## src/sv/lrmc_pkg.sv

```systemverilog
`timescale 1ns / 1ps
// ----------------------------------------------------------------------------
// lrmc_pkg
// Shared types and constants for the LED ramp mode controller: mode and
// event codes, register indexes, ramp ROM and battery thresholds.
// ----------------------------------------------------------------------------
package lrmc_pkg;

  typedef enum logic [2:0] {
    MODE_RAMP     = 3'd0,
    MODE_FROZEN   = 3'd1,
    MODE_TURBO    = 3'd2,
    MODE_FIXED    = 3'd3,
    MODE_CONFIG   = 3'd4,
    MODE_BATT     = 3'd5,
    MODE_BEACON   = 3'd6,
    MODE_OVERTURE = 3'd7
  } mode_e;

  typedef enum logic [2:0] {
    FUNC_COLD = 3'd0,
    FUNC_TAP  = 3'd1,
    FUNC_STEP = 3'd2,
    FUNC_WDT  = 3'd3,
    FUNC_BATT = 3'd4
  } func_e;

  typedef enum logic [2:0] {
    CFG_FOUR_LEVEL     = 3'd0,
    CFG_MODE_MEMORY    = 3'd1,
    CFG_FREEZE_ON_END  = 3'd2,
    CFG_INVERT_RAMP    = 3'd3,
    CFG_STROBE_ON_BOOT = 3'd4,
    CFG_LOW_THRESHOLD  = 3'd5,
    CFG_CRIT_THRESHOLD = 3'd6
  } cfg_idx_e;

  typedef struct packed {
    logic four_level;
    logic invert_ramp;
  } duty_cfg_t;

  localparam int unsigned WEAR_SLOTS = 16;
  localparam int unsigned ROM_DEPTH  = 64;

  localparam logic [7:0] DUTY_FULL    = 8'd255;
  localparam logic [7:0] DUTY_DIM     = 8'd5;
  localparam logic [7:0] LEVEL_NONE   = 8'hFF;
  localparam logic [7:0] LOW_THR_RST  = 8'd136;
  localparam logic [7:0] CRIT_THR_RST = 8'd115;

  localparam logic [7:0] BAR2_MIN = 8'd151;
  localparam logic [7:0] BAR3_MIN = 8'd165;
  localparam logic [7:0] BAR4_MIN = 8'd174;

  localparam logic [3:0] TAP_TURBO  = 4'd3;
  localparam logic [3:0] TAP_BEACON = 4'd5;
  localparam logic [3:0] TAP_BATT   = 4'd6;
  localparam logic [3:0] TAP_CONFIG = 4'd10;
  localparam logic [3:0] TAP_HOLD   = 4'd9;

  localparam logic [7:0] TICK_TAP_CLEAR = 8'd2;
  localparam logic [5:0] TICK_CHECK     = 6'd4;

  localparam logic [7:0] RAMP_ROM [ROM_DEPTH] = '{
    8'd1,   8'd1,   8'd2,   8'd2,   8'd3,   8'd3,   8'd4,   8'd5,
    8'd6,   8'd7,   8'd8,   8'd9,   8'd10,  8'd11,  8'd12,  8'd13,
    8'd15,  8'd17,  8'd18,  8'd20,  8'd22,  8'd24,  8'd26,  8'd28,
    8'd31,  8'd33,  8'd36,  8'd39,  8'd42,  8'd45,  8'd48,  8'd51,
    8'd55,  8'd58,  8'd62,  8'd66,  8'd70,  8'd74,  8'd79,  8'd84,
    8'd88,  8'd93,  8'd99,  8'd104, 8'd109, 8'd115, 8'd121, 8'd127,
    8'd134, 8'd140, 8'd147, 8'd154, 8'd161, 8'd168, 8'd176, 8'd184,
    8'd192, 8'd200, 8'd209, 8'd217, 8'd226, 8'd236, 8'd245, 8'd255
  };

endpackage

```

## src/sv/lrmc_duty.sv

```systemverilog
`timescale 1ns / 1ps
// ----------------------------------------------------------------------------
// lrmc_duty
// Steady PWM duty for a mode and level: ramp ROM lookup through
// elaboration-time level tables, fixed-level and inverted variants.
// ----------------------------------------------------------------------------
module lrmc_duty import lrmc_pkg::*; #(
  parameter int unsigned RAMP_DEPTH   = 64,
  parameter int unsigned FIXED_LEVELS = 4,
  parameter int unsigned LVL_N        = 64,
  parameter int unsigned LVL_W        = 6
) (
  input  mode_e            mode_i,
  input  logic [LVL_W-1:0] level_i,
  input  duty_cfg_t        cfg_i,
  output logic [7:0]       duty_o
);

  localparam int unsigned FIX_W = $clog2(FIXED_LEVELS);

  logic [7:0] norm_tab [LVL_N];
  logic [7:0] inv_tab  [LVL_N];
  logic [7:0] fix_norm [FIXED_LEVELS];
  logic [7:0] fix_inv  [FIXED_LEVELS];

  for (genvar l = 0; l < LVL_N; l++) begin : g_lvl
    localparam int unsigned LC = (l > RAMP_DEPTH - 1) ? RAMP_DEPTH - 1 : l;
    localparam int unsigned LN = LC * 63 / (RAMP_DEPTH - 1);
    localparam int unsigned LI = (RAMP_DEPTH - 1 - LC) * 63 / (RAMP_DEPTH - 1);
    assign norm_tab[l] = RAMP_ROM[LN];
    assign inv_tab[l]  = RAMP_ROM[LI];
  end

  for (genvar k = 0; k < FIXED_LEVELS; k++) begin : g_fix
    localparam int unsigned LK = k * (RAMP_DEPTH - 1) / (FIXED_LEVELS - 1);
    localparam int unsigned KN = LK * 63 / (RAMP_DEPTH - 1);
    localparam int unsigned KI = (RAMP_DEPTH - 1 - LK) * 63 / (RAMP_DEPTH - 1);
    assign fix_norm[k] = RAMP_ROM[KN];
    assign fix_inv[k]  = RAMP_ROM[KI];
  end

  logic [LVL_W-1:0] fix_k;
  logic [7:0]       lvl_duty;

  always_comb begin
    fix_k = (level_i >= LVL_W'(FIXED_LEVELS - 1)) ? LVL_W'(FIXED_LEVELS - 1) : level_i;
    if (cfg_i.four_level) begin
      lvl_duty = cfg_i.invert_ramp ? fix_inv[fix_k[FIX_W-1:0]] : fix_norm[fix_k[FIX_W-1:0]];
    end else begin
      lvl_duty = cfg_i.invert_ramp ? inv_tab[level_i] : norm_tab[level_i];
    end
    unique case (mode_i)
      MODE_RAMP, MODE_FROZEN, MODE_FIXED: duty_o = lvl_duty;
      MODE_TURBO, MODE_OVERTURE:          duty_o = DUTY_FULL;
      default:                            duty_o = DUTY_DIM;
    endcase
  end

endmodule

```

## src/sv/led_ramp_mode_controller.sv

```systemverilog
`timescale 1ns / 1ps
// ----------------------------------------------------------------------------
// led_ramp_mode_controller
// Mode controller for a single-button LED light: power events, ramp steps,
// watchdog ticks and battery samples update mode and level state.
// ----------------------------------------------------------------------------
// Usage:
//   Input channel (in_valid_i / in_stall_o) carries one event per transaction;
//   each event produces exactly one result on the output channel
//   (out_valid_o / out_stall_i).
//   Events pass an input register, then the update logic writes the state
//   and the result register, which raises out_valid_o; while a held result
//   is stalled, the event waits in the input register.
//   One event per cycle is sustained while the receiver does not stall; the
//   limit is the single state update per cycle.
//   While the receiver stalls, the held result stays put and one more event
//   is taken into the input register; after that in_stall_o rises.
//   Configuration writes (cfg_valid_i / cfg_ready_o) are always ready and are
//   to be made only while no event is in flight; the block does not check.
//   Reset: ramping mode, level 0, ramping downward, counters clear, all
//   options off, thresholds 136 and 115, both channels empty.
// ----------------------------------------------------------------------------
module led_ramp_mode_controller import lrmc_pkg::*; #(
  parameter int unsigned RAMP_DEPTH   = 64,
  parameter int unsigned FIXED_LEVELS = 4
) (
  input  logic       clk_i,
  input  logic       rst_ni,
  input  logic       cfg_valid_i,
  output logic       cfg_ready_o,
  input  logic [2:0] cfg_index_i,
  input  logic [7:0] cfg_data_i,
  input  logic       in_valid_i,
  output logic       in_stall_o,
  input  logic [2:0] func_i,
  input  logic [7:0] remembered_level_i,
  input  logic [3:0] next_slot_i,
  input  logic [7:0] voltage_i,
  output logic       out_valid_o,
  input  logic       out_stall_i,
  output logic [2:0] mode_o,
  output logic [7:0] pwm_duty_o,
  output logic       output_on_o,
  output logic [5:0] level_o,
  output logic       save_request_o,
  output logic [3:0] save_slot_o,
  output logic       erase_slots_o,
  output logic       ramp_end_o,
  output logic       low_battery_o,
  output logic       battery_critical_o,
  output logic [2:0] battery_bars_o
);

  localparam int unsigned LVL_N = (RAMP_DEPTH > FIXED_LEVELS) ? RAMP_DEPTH : FIXED_LEVELS;
  localparam int unsigned LVL_W = $clog2(LVL_N);
  localparam logic [LVL_W-1:0] LVL_TOP = LVL_W'(RAMP_DEPTH - 1);

  // configuration
  logic       four_level_q, mode_memory_q, freeze_on_end_q, invert_ramp_q, strobe_on_boot_q;
  logic [7:0] low_thr_q, crit_thr_q;

  assign cfg_ready_o = 1'b1;

  always_ff @(posedge clk_i or negedge rst_ni) begin
    if (!rst_ni) begin
      four_level_q     <= 1'b0;
      mode_memory_q    <= 1'b0;
      freeze_on_end_q  <= 1'b0;
      invert_ramp_q    <= 1'b0;
      strobe_on_boot_q <= 1'b0;
      low_thr_q        <= LOW_THR_RST;
      crit_thr_q       <= CRIT_THR_RST;
    end else if (cfg_valid_i && cfg_ready_o) begin
      unique case (cfg_index_i)
        CFG_FOUR_LEVEL:     four_level_q     <= cfg_data_i[0];
        CFG_MODE_MEMORY:    mode_memory_q    <= cfg_data_i[0];
        CFG_FREEZE_ON_END:  freeze_on_end_q  <= cfg_data_i[0];
        CFG_INVERT_RAMP:    invert_ramp_q    <= cfg_data_i[0];
        CFG_STROBE_ON_BOOT: strobe_on_boot_q <= cfg_data_i[0];
        CFG_LOW_THRESHOLD:  low_thr_q        <= cfg_data_i;
        CFG_CRIT_THRESHOLD: crit_thr_q       <= cfg_data_i;
        default: ;
      endcase
    end
  end

  // handshake
  logic s1_valid_q, s1_adv, s1_fire, in_acc;
  logic out_valid_q;

  assign s1_adv     = !out_valid_q || !out_stall_i;
  assign s1_fire    = s1_valid_q && s1_adv;
  assign in_stall_o = s1_valid_q && !s1_adv;
  assign in_acc     = in_valid_i && !in_stall_o;

  always_ff @(posedge clk_i or negedge rst_ni) begin
    if (!rst_ni) begin
      s1_valid_q  <= 1'b0;
      out_valid_q <= 1'b0;
    end else begin
      s1_valid_q <= in_acc || (s1_valid_q && !s1_adv);
      if (s1_fire) begin
        out_valid_q <= 1'b1;
      end else if (!out_stall_i) begin
        out_valid_q <= 1'b0;
      end
    end
  end

  // input register
  logic [2:0] func_q;
  logic [7:0] rlevel_q, volt_q;
  logic [3:0] slot_in_q;

  always_ff @(posedge clk_i) begin
    if (in_acc) begin
      func_q    <= func_i;
      rlevel_q  <= remembered_level_i;
      slot_in_q <= next_slot_i;
      volt_q    <= voltage_i;
    end
  end

  // controller state
  mode_e            mode_q, mode_d;
  logic [LVL_W-1:0] level_q, level_d;
  logic [3:0]       tap_q, tap_d, wear_q, wear_d;
  logic             down_q, down_d, pend_q, pend_d, lock_q, lock_d;
  logic [7:0]       tick_q, tick_d;

  logic [LVL_W-1:0] next_fix [LVL_N];
  for (genvar l = 0; l < LVL_N; l++) begin : g_nfix
    localparam int unsigned NF = (l + 1) % FIXED_LEVELS;
    assign next_fix[l] = LVL_W'(NF);
  end

  logic             save_d, end_d, low_d;
  logic [2:0]       bars_d;
  logic [3:0]       tap_inc;
  logic [7:0]       tick_inc;
  logic             dir;
  logic [LVL_W-1:0] step_lvl;
  logic [LVL_W+7:0] rlevel_ext;
  mode_e            dflt_mode;

  always_comb begin
    mode_d     = mode_q;
    level_d    = level_q;
    tap_d      = tap_q;
    wear_d     = wear_q;
    down_d     = down_q;
    pend_d     = pend_q;
    lock_d     = lock_q;
    tick_d     = tick_q;
    save_d     = 1'b0;
    end_d      = 1'b0;
    low_d      = 1'b0;
    bars_d     = 3'd0;
    tap_inc    = tap_q + 4'd1;
    tick_inc   = tick_q + 8'd1;
    rlevel_ext = {{LVL_W{1'b0}}, rlevel_q};
    dir        = down_q;
    step_lvl   = level_q;
    dflt_mode  = four_level_q ? MODE_FIXED : (mode_memory_q ? MODE_FROZEN : MODE_RAMP);

    if (func_q == FUNC_COLD || func_q == FUNC_TAP) begin
      wear_d = (32'(slot_in_q) < WEAR_SLOTS) ? slot_in_q : 4'd0;
      tick_d = 8'd0;
      pend_d = 1'b0;
      lock_d = 1'b0;
    end

    unique case (func_q)
      FUNC_COLD: begin
        tap_d  = 4'd0;
        down_d = 1'b1;
        if (mode_memory_q && rlevel_q != LEVEL_NONE) begin
          level_d = (rlevel_q > 8'(RAMP_DEPTH - 1)) ? LVL_TOP : rlevel_ext[LVL_W-1:0];
        end else begin
          level_d = '0;
        end
        mode_d = strobe_on_boot_q ? MODE_OVERTURE : dflt_mode;
      end
      FUNC_TAP: begin
        tap_d = tap_inc;
        priority if (tap_inc == TAP_TURBO && !four_level_q) begin
          mode_d = MODE_TURBO;
        end else if (tap_inc == TAP_BATT) begin
          mode_d = MODE_BATT;
        end else if (tap_inc == TAP_BEACON) begin
          mode_d = MODE_BEACON;
        end else if (tap_inc == TAP_CONFIG) begin
          tap_d  = TAP_HOLD;
          mode_d = MODE_CONFIG;
        end else if (mode_q == MODE_RAMP || mode_q == MODE_TURBO) begin
          mode_d = MODE_FROZEN;
          save_d = mode_memory_q;
        end else if (mode_q == MODE_FROZEN) begin
          mode_d = MODE_RAMP;
        end else if (mode_q == MODE_FIXED) begin
          level_d = next_fix[level_q];
          save_d  = mode_memory_q;
        end else begin
          mode_d = dflt_mode;
        end
      end
      FUNC_STEP: begin
        if (!lock_q) begin
          if (mode_q == MODE_RAMP) begin
            priority if (level_q >= LVL_TOP) begin
              dir = 1'b1;
            end else if (level_q == '0) begin
              dir = 1'b0;
            end else begin
              dir = down_q;
            end
            step_lvl = dir ? level_q - LVL_W'(1) : level_q + LVL_W'(1);
            level_d  = step_lvl;
            down_d   = dir;
            if (step_lvl == LVL_TOP || step_lvl == '0) begin
              end_d = 1'b1;
              if (freeze_on_end_q) begin
                mode_d = MODE_FROZEN;
              end
            end
          end else if (mode_q == MODE_CONFIG) begin
            mode_d = dflt_mode;
          end
        end
      end
      FUNC_WDT: begin
        tick_d = tick_inc;
        if (tick_inc == TICK_TAP_CLEAR) begin
          tap_d = 4'd0;
        end
        if (tick_inc[5:0] == TICK_CHECK) begin
          pend_d = 1'b1;
        end
      end
      FUNC_BATT: begin
        if (!lock_q) begin
          if (mode_q == MODE_BATT) begin
            priority if (volt_q >= BAR4_MIN) begin
              bars_d = 3'd4;
            end else if (volt_q >= BAR3_MIN) begin
              bars_d = 3'd3;
            end else if (volt_q >= BAR2_MIN) begin
              bars_d = 3'd2;
            end else begin
              bars_d = 3'd1;
            end
          end
          if (pend_q) begin
            if (volt_q <= crit_thr_q) begin
              lock_d = 1'b1;
            end else if (volt_q <= low_thr_q) begin
              low_d = 1'b1;
            end
            pend_d = 1'b0;
          end
        end
      end
      default: ;
    endcase

    // frozen always resumes downward
    if (mode_d == MODE_FROZEN && mode_d != mode_q) begin
      down_d = 1'b1;
    end
    if (func_q == FUNC_TAP && mode_d == MODE_FROZEN) begin
      down_d = 1'b1;
    end
  end

  always_ff @(posedge clk_i or negedge rst_ni) begin
    if (!rst_ni) begin
      mode_q  <= MODE_RAMP;
      level_q <= '0;
      tap_q   <= 4'd0;
      down_q  <= 1'b1;
      tick_q  <= 8'd0;
      pend_q  <= 1'b0;
      wear_q  <= 4'd0;
      lock_q  <= 1'b0;
    end else if (s1_fire) begin
      mode_q  <= mode_d;
      level_q <= level_d;
      tap_q   <= tap_d;
      down_q  <= down_d;
      tick_q  <= tick_d;
      pend_q  <= pend_d;
      wear_q  <= wear_d;
      lock_q  <= lock_d;
    end
  end

  // result register
  logic [7:0]       duty_d;
  duty_cfg_t        duty_cfg;
  logic [LVL_W+5:0] level_ext;

  assign duty_cfg.four_level  = four_level_q;
  assign duty_cfg.invert_ramp = invert_ramp_q;
  assign level_ext            = {6'd0, level_d};

  lrmc_duty #(
    .RAMP_DEPTH  (RAMP_DEPTH),
    .FIXED_LEVELS(FIXED_LEVELS),
    .LVL_N       (LVL_N),
    .LVL_W       (LVL_W)
  ) u_duty (
    .mode_i (mode_d),
    .level_i(level_d),
    .cfg_i  (duty_cfg),
    .duty_o (duty_d)
  );

  logic [2:0] r_mode_q, r_bars_q;
  logic [7:0] r_duty_q;
  logic [5:0] r_level_q;
  logic [3:0] r_slot_q;
  logic       r_save_q, r_erase_q, r_end_q, r_low_q, r_lock_q;

  always_ff @(posedge clk_i) begin
    if (s1_fire) begin
      r_mode_q  <= mode_d;
      r_duty_q  <= duty_d;
      r_level_q <= level_ext[5:0];
      r_save_q  <= save_d;
      r_slot_q  <= save_d ? wear_d : 4'd0;
      r_erase_q <= save_d && (wear_d == 4'd0);
      r_end_q   <= end_d;
      r_low_q   <= low_d;
      r_lock_q  <= lock_d;
      r_bars_q  <= bars_d;
    end
  end

  assign out_valid_o        = out_valid_q;
  assign mode_o             = r_mode_q;
  assign pwm_duty_o         = r_duty_q;
  assign output_on_o        = !r_lock_q;
  assign level_o            = r_level_q;
  assign save_request_o     = r_save_q;
  assign save_slot_o        = r_slot_q;
  assign erase_slots_o      = r_erase_q;
  assign ramp_end_o         = r_end_q;
  assign low_battery_o      = r_low_q;
  assign battery_critical_o = r_lock_q;
  assign battery_bars_o     = r_bars_q;

  // checks
  a_save_mode: assert property (@(posedge clk_i) disable iff (!rst_ni)
    (out_valid_o && save_request_o) |->
      (mode_o == MODE_FROZEN || mode_o == MODE_FIXED))
    else $error("save request outside frozen or fixed mode");

  a_end_level: assert property (@(posedge clk_i) disable iff (!rst_ni)
    (s1_fire && end_d) |=> (level_q == '0 || level_q == LVL_TOP))
    else $error("ramp end away from either end of the ramp");

  a_bars_batt: assert property (@(posedge clk_i) disable iff (!rst_ni)
    (out_valid_o && battery_bars_o != 3'd0) |-> (mode_o == MODE_BATT))
    else $error("battery bars reported outside battery check");

  a_lock_steady: assert property (@(posedge clk_i) disable iff (!rst_ni)
    (s1_fire && lock_q && func_q != FUNC_COLD && func_q != FUNC_TAP) |=>
      (lock_q && $stable(level_q) && $stable(mode_q)))
    else $error("state changed during lockout without a power event");

endmodule

```

## config.mk

```make
export PLATFORM = sky130hd
export DESIGN_NAME = led_ramp_mode_controller
export DESIGN_NICKNAME = d
export VERILOG_FILES = /design/src/sv/lrmc_pkg.sv /design/src/sv/lrmc_duty.sv /design/src/sv/led_ramp_mode_controller.sv
export SDC_FILE = /design/constraint.sdc
export NUM_CORES = 1
export LEC_CHECK = 0
export BUFFER_PORTS_ARGS = -buffer_cell sky130_fd_sc_hd__buf_2
export CAP_MARGIN = 20
export CORE_MARGIN = 4
export CORE_UTILIZATION = 55
export DETAILED_ROUTE_END_ITERATION = 16
export HOLD_SLACK_MARGIN = 0.1
export PLACE_DENSITY_LB_ADDON = 0.1
export SYNTH_ARGS = -nofsm -noshare
export SYNTH_HDL_FRONTEND = slang
export SYNTH_SLANG_ARGS = --single-unit
```

## constraint.sdc

```tcl
create_clock -name clk_i -period 10.65 [get_ports clk_i]
set_input_delay 0.5325 -clock clk_i [delete_from_list [all_inputs] [get_ports clk_i]]
set_output_delay 0.5325 -clock clk_i [all_outputs]
set_load 0.005 [all_outputs]
```

==> metrics.csv, run 1 <==
stage,metric,value,unit
timing,setup_ws,5481,ps
worst_setup_path,end_kind,register,
final_layout,postLayoutCoreUtil,62.65,%
drt,drt_iter0_drc,459,
yosys,ys_ff_latch,103,
timing,setup_viol,0,
yosys,synthCells,716,
clock_network,cts_root_buf,clkbuf_16,
worst_setup_path,reg2reg_depth,17,
timing,min_period_over_period,48.54,%
yosys,ys_seq_area_share,41.14,%
yosys,postSynthAreaPerCell,9.667,um^2
worst_setup_path,crit_arrival,5270,ps
worst_setup_path,setup.worst_path.class,register to register,
floorplan,die_width,120.2,um
floorplan,die_y,120.2,um
global_routing,grt_pass1_vias,5507,
worst_setup_path,critPathRequiredTime,10750,ps
floorplan,dieArea,0.01444,mm^2
global_routing,grt_pass1_wl,27250,um
power_and_ir_drop,switching_power,0.8465,mW
power_and_ir_drop,p_clk_share,17.2,%
final_layout,diodes,0,
clock_network,clk_pin_slew,70,ps
clock_network,cts_max_level,3,
yosys,ys_types,86,
timing,max_clock_freq,193.5,MHz
power_and_ir_drop,switching_share,44.25,%
clock_network,cts_buffers,9,
timing,fin_skew,8.074,ps
final_layout,post-route-cell-area,0.007620,mm^2
worst_setup_path,cp_top_family,compound AO/OA/AOI/OAI gates,
drt,drc_errors,0,
floorplan,io_pins,72,
timing,min_period,5169,ps
drt,ant_nets,0,
placement,place_congestion,0.9746,
worst_setup_path,max_stage_delay,800,ps
timing,tightest_slew,991.3,ps
min_path,min_path_type,input port to async pin,
timing,max_slew_margin,33.91,%
placement,io_buffers,70,
global_routing,grt_max_degree,52,
worst_setup_path,rr_endpoint,pwm_duty_o[2],
power_and_ir_drop,seq_power_share,30.2,%
power_and_ir_drop,power.leakage,3.166,nW
yosys,syn_nets,801,
clock_network,cts_tree,built,
worst_setup_path,worst-path-max-fanout,22,
global_routing,gr-total-overflow,0,
final_layout,nNetsFinal,844,
worst_setup_path,r2r-start,level_q[0],
worst_setup_path,rrSetupSlack,5480,ps
final_layout,fill_cells,1024,
power_and_ir_drop,cellInternalPower,1.067,mW
final_layout,drive_gt1_share,19.90,%
yosys,ys_warn_count,0,
floorplan,initial_core_util,56.91,%
drt,wl_per_cell,18.09,um
drt,wirelength,16860,um
timing,maxSlewViolCount,0,
status,status,completed,
yosys,synth_ff_type,edfxtp_1,
yosys,syn_area,0.006922,mm^2
worst_setup_path,crit_chain,"inv_1, ha_1, inv_1, o41a_1, a21o_1, ha_1, a21o_1, a21oi_1, nand2_1, xor2_1, a221oi_4, inv_2, nor2_1, nand3_1, o211a_1, a221oi_1, o21ai_1",
worst_setup_path,start_kind,register,
final_layout,area.growth.synth_to_final,10.09,%
power_and_ir_drop,p_comb_share,52.5,%
power_and_ir_drop,p_per_area,251.1,mW/mm^2
clock_network,cts.sinks,103,
drt,dr.pass1.iters,5,
drt,via_per_inst,6.131,
clock_network,clk-insertion-delay-late,360,ps
worst_setup_path,slowest_stage,a221oi_4,
yosys,async_flop_share,49.51,%
floorplan,rows,40,
timing,hold_ws,296.1,ps
global_routing,grtUsageTotal,23.54,%
job,cap_violations,0,
worst_setup_path,path_buf_inv,3,
yosys,synth_edf_count,52,
clock_network,cts_buffer_depth,2,
timing,rsz0062_at_grt,no,
clock_network,postCtsSetupBuffers,0,
power_and_ir_drop,peakVddDrop,0.1295,mV
clock_network,post_cts_resized,0,
floorplan,core,0.01216,mm^2
global_routing,antenna_found_initial,0,
placement,dpl.hpwl,11780,um
placement,placed_cell_area,0.007292,mm^2
clock_network,ctsHoldBuffers,0,
placement,pre_cts_ws,5642,ps
timing,hold_violations,0,
timing,tns,0,ps
drt,vias,5714,
[metrics by stage]
| step | cells | total power, mW |
|---|---|---|
| finish | 932 | 1.913 |
| CTS | 931 | 1.895 |
| detailed placement | 915 | 1.555 |
| global placement | 915 | 1.535 |
| floorplan | 716 | 1.329 |
| global route | 932 | 2.045 |
[Yosys cell counts (3+ instances only)]
master	count	share of area (%)
a211o_1	4	0.51
a211oi_1	10	1.1
a21o_1	13	1.4
a21oi_1	36	2.6
a221o_1	4	0.58
a221oi_1	4	0.51
a311oi_1	5	0.63
a31oi_1	13	1.2
and2_1	7	0.63
buf_2	14	1.0
buf_4	4	0.43
buf_6	3	0.49
clkbuf_1	20	1.1
dfrtp_1	43	16
dfstp_2	8	3.0
edfxtp_1	52	23
ha_1	45	8.1
inv_1	37	2.0
inv_2	4	0.22
mux2_2	26	4.2
mux2i_1	4	0.58
nand2_1	63	3.4
nand2b_1	9	0.81
nand3_1	20	1.4
nand3b_1	5	0.54
nand4_1	8	0.72
nand4b_1	3	0.38
nor2_1	53	2.9
nor2b_1	7	0.63
nor3_1	14	1.0
nor3b_1	6	0.65
nor4b_1	3	0.38
o211ai_1	7	0.76
o21a_1	3	0.33
o21ai_0	48	3.5
o21ai_1	5	0.36
o221ai_1	6	0.76
o22ai_1	7	0.63
o311ai_0	3	0.38
o31ai_1	9	0.98
or2_2	6	0.54
or3_1	8	0.72
xnor2_1	8	1.0
xor2_1	7	0.89
[kinds of logic (layout without fill, tap and decap cells)]
logic type | Yosys count | count (layout) | synth area share, %
compound gates | 208 | 208 | 20.91
mux | 31 | 31 | 5.025
simple gates | 226 | 226 | 16.49
fa+ha+maj | 46 | 46 | 8.424
buf+inv | 84 | 132 | 5.423
xor+xnor | 17 | 17 | 2.531
flops | 103 | 103 | 41.14
other cells | 1 | 1 | 0.05418
[state kept, by name, indices dropped and copies added, names as in the netlist, 3 cells and up]
signal	cells
tick_q	8
battery_bars_o	3
low_thr_q	8
level_o	6
wear_q	4
crit_thr_q	8
func_q	3
tap_q	4
mode_q	3
rlevel_q	8
save_slot_o	4
mode_o	3
slot_in_q	4
volt_q	8
level_q	6
pwm_duty_o	8
[cells in the final DEF (no fill, tap or decap), types with 13 or more instances in the layout]
cell type  netlist  layout
inv_1           37      37
a21o_1          13      13
mux2_2          26      26
a31oi_1         13      13
nand3_1         20      20
nor2_1          53      53
buf_2           14      70
dfrtp_1         43      43
ha_1            45      45
o21ai_0         48      48
nand2_1         63      63
nor3_1          14      14
a21oi_1         36      36
edfxtp_1        52      52
[power groups by stage]
stage	registers (mW)	clock network (mW)	logic [mW]
floorplan	0.552	0	0.777
CTS	0.579	0.339	0.978
detailed placement	0.585	0	0.970
global route	0.588	0.353	1.10
global placement	0.583	0	0.952
finish	0.579	0.330	1.00
[worst max-delay path by stage]
stage | start | endpoint | slack, ps | cells past startpoint
after floorplan | level_q[0] | pwm_duty_o[6] | 6570 | 16
after global placement | level_q[0] | pwm_duty_o[0] | 5780 | 16
after detailed placement | level_q[0] | pwm_duty_o[0] | 5640 | 16
after CTS | level_q[0] | pwm_duty_o[0] | 5630 | 16
after global routing | level_q[0] | pwm_duty_o[2] | 5260 | 16
final | level_q[0] | pwm_duty_o[2] | 5480 | 17
[worst reg2reg max path, cell delays in order, from the launching register on]
cell and delay (ps):
dfrtp_1 460, inv_1 180, ha_1 200, inv_1 50
o41a_1 430, a21o_1 240, ha_1 360, a21o_1 200
a21oi_1 170, nand2_1 80, xor2_1 200, a221oi_4 800
inv_2 390, nor2_1 310, nand3_1 110, o211a_1 230
a221oi_1 400, o21ai_1 100
[metal layers]
| metal | routed length (um) | global-route usage, % | share of wire, % | vias up |
|---|---|---|---|---|
| met3 | 1154 | 4.490 | 6.8 | 28 |
| met5 | 0 | 0 | 0 | - |
| met1 | 7273 | 30.64 | 43 | 2706 |
| met2 | 8085 | 39.13 | 48 | 253 |
| met4 | 343 | 8.805 | 2.0 | 0 |
| li1 | - | - | - | 2727 |
[final cells by class]
cell class / instances / area (um^2) / share of cell area, %
Clock buffer: 10 / 250.2 / 3.284
Tap cell: 168 / 210.2 / 2.759
Clock inverter: 6 / 50.05 / 0.6568
Multi-Input combinational cell: 529 / 3699 / 48.54
Inverter: 42 / 162.7 / 2.135
Timing Repair Buffer: 74 / 400.4 / 5.255
Sequential cell: 103 / 2848 / 37.37
Note: power is estimated with default switching activity, not from simulation.
==> inputs of run 2 (changes only) <==
--- a/config.mk
+++ b/config.mk
@@ -8,7 +8,7 @@
 export BUFFER_PORTS_ARGS = -buffer_cell sky130_fd_sc_hd__buf_2
 export CAP_MARGIN = 20
 export CORE_MARGIN = 4
-export CORE_UTILIZATION = 55
+export CORE_UTILIZATION = 54
 export DETAILED_ROUTE_END_ITERATION = 16
 export HOLD_SLACK_MARGIN = 0.1
 export PLACE_DENSITY_LB_ADDON = 0.1
==> constraint.sdc (replaced) <==
create_clock -name clk_i -period 4.2 [get_ports clk_i]
set_input_delay 0.21 -clock clk_i [delete_from_list [all_inputs] [get_ports clk_i]]
set_output_delay 0.21 -clock clk_i [all_outputs]
set_load 0.005 [all_outputs]
==> run 2 against run 1 <==
Sequential cell count unchanged; worst setup slack worse by 5300 ps; critical endpoint is now pwm_duty_o[5]; cell area up 13%; largest power group unchanged; combinational power rose to 3.6 times the previous value; largest cell class unchanged; utilization up 5.9 points; sequential share of layout area down 4.3 points.
==> metrics.csv, run 2 (synthesized netlist as in run 1, its figures left out) <==
stage,metric,value,unit,change
clock_network,clk_pin_slew,70,ps,about the same
worst_setup_path,crit_arrival,4160,ps,-1110 ps
clock_network,clk-insertion-delay-late,350,ps,about the same
global_routing,grtUsageTotal,25.86,%,+2.3 points
placement,io_buffers,70,,unchanged
drt,wl_per_cell,18.33,um,+1.3%
status,status,completed,,
clock_network,cts_buffer_depth,2,,unchanged
final_layout,multi_input_area,0.003866,mm^2,+4.5%
clock_network,cts_tree,built,,
global_routing,gr-total-overflow,0,,unchanged
placement,placed_cell_area,0.007687,mm^2,+5.4%
clock_network,cts_buffers,9,,unchanged
floorplan,rows,41,,+2.5%
floorplan,die_width,121.2,um,+0.86%
final_layout,layout_commonest_cell,buf_2,,
timing,setup_viol,0,,unchanged
worst_setup_path,critPathRequiredTime,4290,ps,-6460 ps
worst_setup_path,worst-path-stages,19,,+2
min_path,min_path_cells,2,,
final_layout,fill_cells,970,,-5.3%
floorplan,core,0.01257,mm^2,+3.3%
drt,drt_iter0_drc,460,,+0.22%
timing,maxSlewViolCount,0,,unchanged
final_layout,nNetsFinal,937,,+11%
timing,tightest_slew,822.5,ps,-168.9 ps
worst_setup_path,slowest_stage,o41a_1,,
final_layout,diodes,0,,unchanged
final_layout,layout_common_cells,"70 x buf_2, 62 x nand2_1, 58 x buf_4",,
worst_setup_path,start_kind,register,,
floorplan,die_y,121.2,um,+0.86%
power_and_ir_drop,p_per_area,666.9,mW/mm^2,+170%
worst_setup_path,path_buf_inv,5,,+2
drt,via_per_inst,5.994,,-2.2%
worst_setup_path,end_kind,register,,
worst_setup_path,crit_chain,"inv_1, ha_2, inv_1, o41a_1, a21o_1, ha_4, nor2b_1, o21a_1, or3_4, and2_4, a221oi_4, buf_6, buf_6, buf_12, nor2_2, o21ai_0, o21ai_0, a221oi_1, o21ai_1",,
timing,max_slew_margin,45.17,%,+11 points
drt,vias,6168,,+7.9%
worst_setup_path,max_stage_delay,390,ps,-410 ps
placement,place_congestion,0.8904,,-8.6%
final_layout,post-route-cell-area,0.008611,mm^2,+13%
final_layout,stdcell_count,1029,,+10%
timing,hold_violations,0,,unchanged
final_layout,regArea,0.002848,mm^2,unchanged
worst_setup_path,setup.worst_path.class,register to register,,
placement,dpl.hpwl,13310,um,+13%
timing,min_period_over_period,96.87,%,+48 points
clock_network,cts_max_level,3,,unchanged
floorplan,io_pins,72,,unchanged
floorplan,dieArea,0.01469,mm^2,+1.7%
min_path,min_path_type,input port to register,,
floorplan,initial_core_util,55.07,%,-1.8 points
job,cap_violations,0,,unchanged
worst_setup_path,cp_top_family,compound AO/OA/AOI/OAI gates,,
timing,fin_skew,8.976,ps,+0.9021 ps
placement,dp.cells,966,,+5.6%
drt,ant_nets,0,,unchanged
final_layout,area.growth.synth_to_final,24.40,%,
global_routing,grt_max_degree,52,,unchanged
power_and_ir_drop,power.leakage,3.634,nW,+15%
timing,tns,0,ps,unchanged
global_routing,antenna_found_initial,0,,unchanged
worst_setup_path,rrSetupSlack,130,ps,-5350 ps
drt,drc_errors,0,,unchanged
global_routing,grt_pass1_vias,6079,,+10%
timing,hold_ws,106.5,ps,-189.5 ps
worst_setup_path,reg2reg_depth,19,,+2
global_routing,grt_pass1_wl,30170,um,+11%
clock_network,cts.sinks,103,,unchanged
worst_setup_path,worst-path-max-fanout,11,,-50%
power_and_ir_drop,peakVddDrop,0.3731,mV,+190%
drt,dr.pass1.iters,5,,unchanged
timing,max_clock_freq,245.8,MHz,+27%
clock_network,cts_root_buf,clkbuf_16,,
drt,wirelength,18860,um,+12%
timing,min_period,4068,ps,-1101 ps
final_layout,drive_gt1_share,28.82,%,+8.9 points
## run 2: cell types whose count changed in the layout (fill, tap and decap cells not counted), sizes merged
cell	previous run	this run
buf	74	138
clkbuf	10	13
clkinv	2	4
clkinvlp	2	1
dlygate4sd3	0	26
inv	44	43
## run 2: final timing paths
path | endpoint | start
min in group asynchronous | low_thr_q[5] | rst_ni
worst max-delay path | pwm_duty_o[5] | level_q[0]
worst max register to register | pwm_duty_o[5] | level_q[0]
max in group asynchronous | tap_q[0] | rst_ni
worst min register to register | out_valid_o | s1_valid_q
worst min-delay path | low_thr_q[3] | cfg_data_i[3]
## run 2: repair_timing
action                                  in CTS  in global routing
gates resized for setup                      5                 44
pin swaps                                    1                  9
endpoints found under the setup margin       5                  8
setup buffers                                1                 17
endpoints found under the hold margin       68                  0
gates cloned                                 0                  2
hold buffers                                26                  0
## run 2: where the power goes
group | switching [mW] | internal [mW] | leakage [nW]
logic | 1.95 | 1.60 | 2.37
clock network | 0.363 | 0.404 | 0.128
registers | 0.143 | 1.28 | 1.14
## run 2: cell type report
type                            instances  area share [%]
Timing Repair inverter                  1         0.05812
Clock inverter                          5          0.3923
Sequential cell                       103           33.07
Clock buffer                           11           2.703
Multi-Input combinational cell        529           44.90
Timing Repair Buffer                  166           14.37
Tap cell                              172           2.499
Inverter                               42           2.005
## run 2: per-stage QoR
stage / power, mW / setup slack (ps) / utilization, %
after CTS: 5.174 / -46.62 / 65.57
after global placement: 4.337 / 19.52 / 61.16
after global routing: 6.092 / -16.77 / 68.51
final: 5.743 / 131.6 / 68.51
after detailed placement: 4.349 / -68.50 / 61.16
after floorplan: 3.370 / 121.1 / -
## run 2: layer usage
metal  global-route usage [%]  vias up  wire length, um
met4                    6.863        0              252
met1                    33.60     2995             7883
met3                    6.107       25             1347
met5                        0        -                0
met2                    43.63      226             9378
li1                         -     2922                -
==> inputs of run 3 (changes only) <==
--- a/config.mk
+++ b/config.mk
@@ -7,8 +7,10 @@
 export LEC_CHECK = 0
 export BUFFER_PORTS_ARGS = -buffer_cell sky130_fd_sc_hd__buf_2
 export CAP_MARGIN = 20
+export CELL_PAD_IN_SITES_DETAIL_PLACEMENT = 0
+export CELL_PAD_IN_SITES_GLOBAL_PLACEMENT = 1
 export CORE_MARGIN = 4
-export CORE_UTILIZATION = 54
+export CORE_UTILIZATION = 42
 export DETAILED_ROUTE_END_ITERATION = 16
 export HOLD_SLACK_MARGIN = 0.1
 export PLACE_DENSITY_LB_ADDON = 0.1
==> run 3 against run 2 <==
Cell area increased by 1.4%; clock skew increased by 1.3 ps; utilization decreased by 14 points; worst setup slack got worse by 87 ps; sequential share of layout area decreased by 0.44 points; clock-buffer cell count unchanged; maximum frequency decreased by 2.1%; critical path type unchanged; largest power group unchanged; largest cell class unchanged.
==> metrics.csv, run 3 (synthesized netlist as in run 1, its figures left out) <==
stage,metric,value,unit,change
timing,maxSlewViolCount,0,,unchanged
floorplan,dieArea,0.01860,mm^2,+27%
global_routing,antenna_found_initial,0,,unchanged
worst_setup_path,start_kind,register,,
timing,rsz0062_at_grt,yes,,
drt,wl_per_cell,18.16,um,-0.93%
floorplan,io_pins,72,,unchanged
job,cap_violations,0,,unchanged
drt,wirelength,19650,um,+4.2%
timing,setup_ws,44.55,ps,-87.02 ps
final_layout,diodes,0,,unchanged
worst_setup_path,rrSetupSlack,40,ps,-90 ps
worst_setup_path,r2r-start,level_q[0],,
power_and_ir_drop,peakVddDrop,0.2962,mV,-21%
worst_setup_path,crit_start,level_q[0],,
worst_setup_path,setup.worst_path.class,register to register,,
worst_setup_path,cp_top_family,compound AO/OA/AOI/OAI gates,,
min_path,min_path_cells,3,,+1
floorplan,initial_core_util,43.26,%,-12 points
final_layout,area.growth.synth_to_final,26.19,%,
final_layout,layout_common_cells,"70 x buf_2, 68 x buf_4, 62 x nand2_1",,
clock_network,cts_tree,built,,
worst_setup_path,slowest_stage,o41a_1,,
floorplan,core,0.01600,mm^2,+27%
worst_setup_path,end_kind,register,,
power_and_ir_drop,power.leakage,3.672,nW,+1.0%
drt,drt_iter0_drc,378,,-18%
final_layout,layout_commonest_cell,buf_2,,
floorplan,die_width,136.4,um,+13%
clock_network,clk-insertion-delay-late,350,ps,about the same
drt,via_per_inst,5.617,,-6.3%
worst_setup_path,path_buf_inv,5,,unchanged
drt,ant_nets,0,,unchanged
min_path,hold_start,cfg_data_i[0],,
timing,hold_violations,0,,unchanged
global_routing,grt_max_degree,36,,-31%
global_routing,grtUsageTotal,21.16,%,-4.7 points
placement,io_buffers,70,,unchanged
final_layout,nNetsFinal,946,,+0.96%
timing,min_period,4155,ps,+87.02 ps
global_routing,gr-total-overflow,0,,unchanged
timing,fin_skew,10.24,ps,+1.261 ps
worst_setup_path,worst-path-stages,19,,unchanged
min_path,holdPathEnd,four_level_q,,
drt,dr.pass1.iters,5,,unchanged
clock_network,cts_buffers,9,,unchanged
final_layout,multi_input_area,0.003869,mm^2,about the same
clock_network,cts_root_buf,clkbuf_16,,
placement,place_congestion,0.9193,,+3.2%
timing,min_period_over_period,98.94,%,+2.1 points
timing,tightest_slew,846.2,ps,+23.77 ps
worst_setup_path,critPathRequiredTime,4290,ps,about the same
drt,drc_errors,0,,unchanged
timing,max_slew_margin,43.58,%,-1.6 points
timing,setup_viol,0,,unchanged
final_layout,regArea,0.002850,mm^2,about the same
worst_setup_path,worst-path-max-fanout,8,,-3
power_and_ir_drop,p_per_area,660.7,mW/mm^2,-0.94%
clock_network,cts.sinks,103,,unchanged
floorplan,die_y,136.4,um,+13%
power_and_ir_drop,power.total,5.771,mW,+0.49%
floorplan,rows,46,,+12%
final_layout,drive_gt1_share,28.98,%,+0.16 points
clock_network,cts_buffer_depth,2,,unchanged
clock_network,clk_pin_slew,70,ps,about the same
final_layout,fill_cells,1453,,+50%
clock_network,cts_max_level,3,,unchanged
worst_setup_path,cpMostUsedCell,inv_2,,
global_routing,grt_pass1_wl,30550,um,+1.3%
worst_setup_path,crit_arrival,4250,ps,+90 ps
worst_setup_path,crit_chain,"inv_2, ha_4, inv_2, o41a_1, a21o_4, inv_2, fa_2, nor2b_4, o21a_1, o21ai_0, and2_4, a221oi_4, buf_4, buf_4, nor2_2, nand3_1, o211a_1, a221oi_1, o21ai_1",,
min_path,min_path_type,input port to register,,
worst_setup_path,rr_endpoint,pwm_duty_o[2],,
placement,dpl.hpwl,14130,um,+6.2%
timing,max_clock_freq,240.6,MHz,-2.1%
worst_setup_path,reg2reg_depth,19,,unchanged
drt,vias,6078,,-1.5%
global_routing,grt_pass1_vias,5867,,-3.5%
status,status,completed,,
worst_setup_path,max_stage_delay,440,ps,+50 ps
placement,pre_cts_ws,-39.21,ps,+29.29 ps
## run 3: cell types whose count changed in the layout (fill, tap and decap cells not counted), sizes merged
cell	previous run	this run
buf	138	143
clkinv	4	3
dlygate4sd3	26	33
bufinv	0	1
clkinvlp	1	0
clkbuf	13	11
## run 3: worst min-delay path: cells and delay by family
kind	cells	cell delay, ps
and+or+nand+nor	1	50
AOI/OAI and AO/OA	1	60
buffers and inverters	1	140
## run 3: per-layer routing
metal / track usage [%] / share of wire, % / wire length, um
met2: 35.99 / 49 / 9576
met3: 4.404 / 5.6 / 1110
met1: 27.83 / 44 / 8710
met4: 4.703 / 1.3 / 251
met5: 0 / 0 / 0
## run 3: final cells by class
class / instances / area share [%]
clock buffers: 11 / 2.779
clock inverters: 5 / 0.6589
flip-flops and latches: 103 / 32.63
repair buffers: 176 / 14.57
well taps: 216 / 3.094
multi-input cells: 529 / 44.29
inverters: 42 / 1.977
## run 3: per-stage QoR
stage	util [%]	instances	hold WS [ps]	TNS [ps]	cell area [um^2]
after CTS	52.98	1074	140.1	-10.75	8477
after global placement	48.84	1023	155.6	-60.32	7815
after floorplan	-	716	-85.59	0	6922
after global routing	54.59	1082	178.6	-231.4	8735
final	54.59	1082	147.8	0	8735
after detailed placement	48.84	1023	168.0	-79.59	7815
## run 3: how the worst max path moves through the flow
stage / slack, ps / to
after floorplan: 120 / pwm_duty_o[6]
after global placement: -40 / pwm_duty_o[0]
after detailed placement: -40 / pwm_duty_o[2]
after CTS: -8 / pwm_duty_o[6]
after global routing: -70 / pwm_duty_o[6]
final: 40 / pwm_duty_o[2]
## run 3: where the power goes
part / internal [mW] / switching, mW / leakage, nW
combinational: 1.54 / 1.96 / 2.39
clock: 0.480 / 0.378 / 0.150
sequential: 1.28 / 0.139 / 1.13
## run 3: what timing repair did
| action | CTS | global route |
|---|---|---|
| resized for setup | 4 | 42 |
| setup buffers | 2 | 7 |
| pin swaps | 0 | 10 |
| hold buffers | 33 | 0 |
| hold endpoints to repair | 51 | 0 |
| setup endpoints to repair | 6 | 8 |
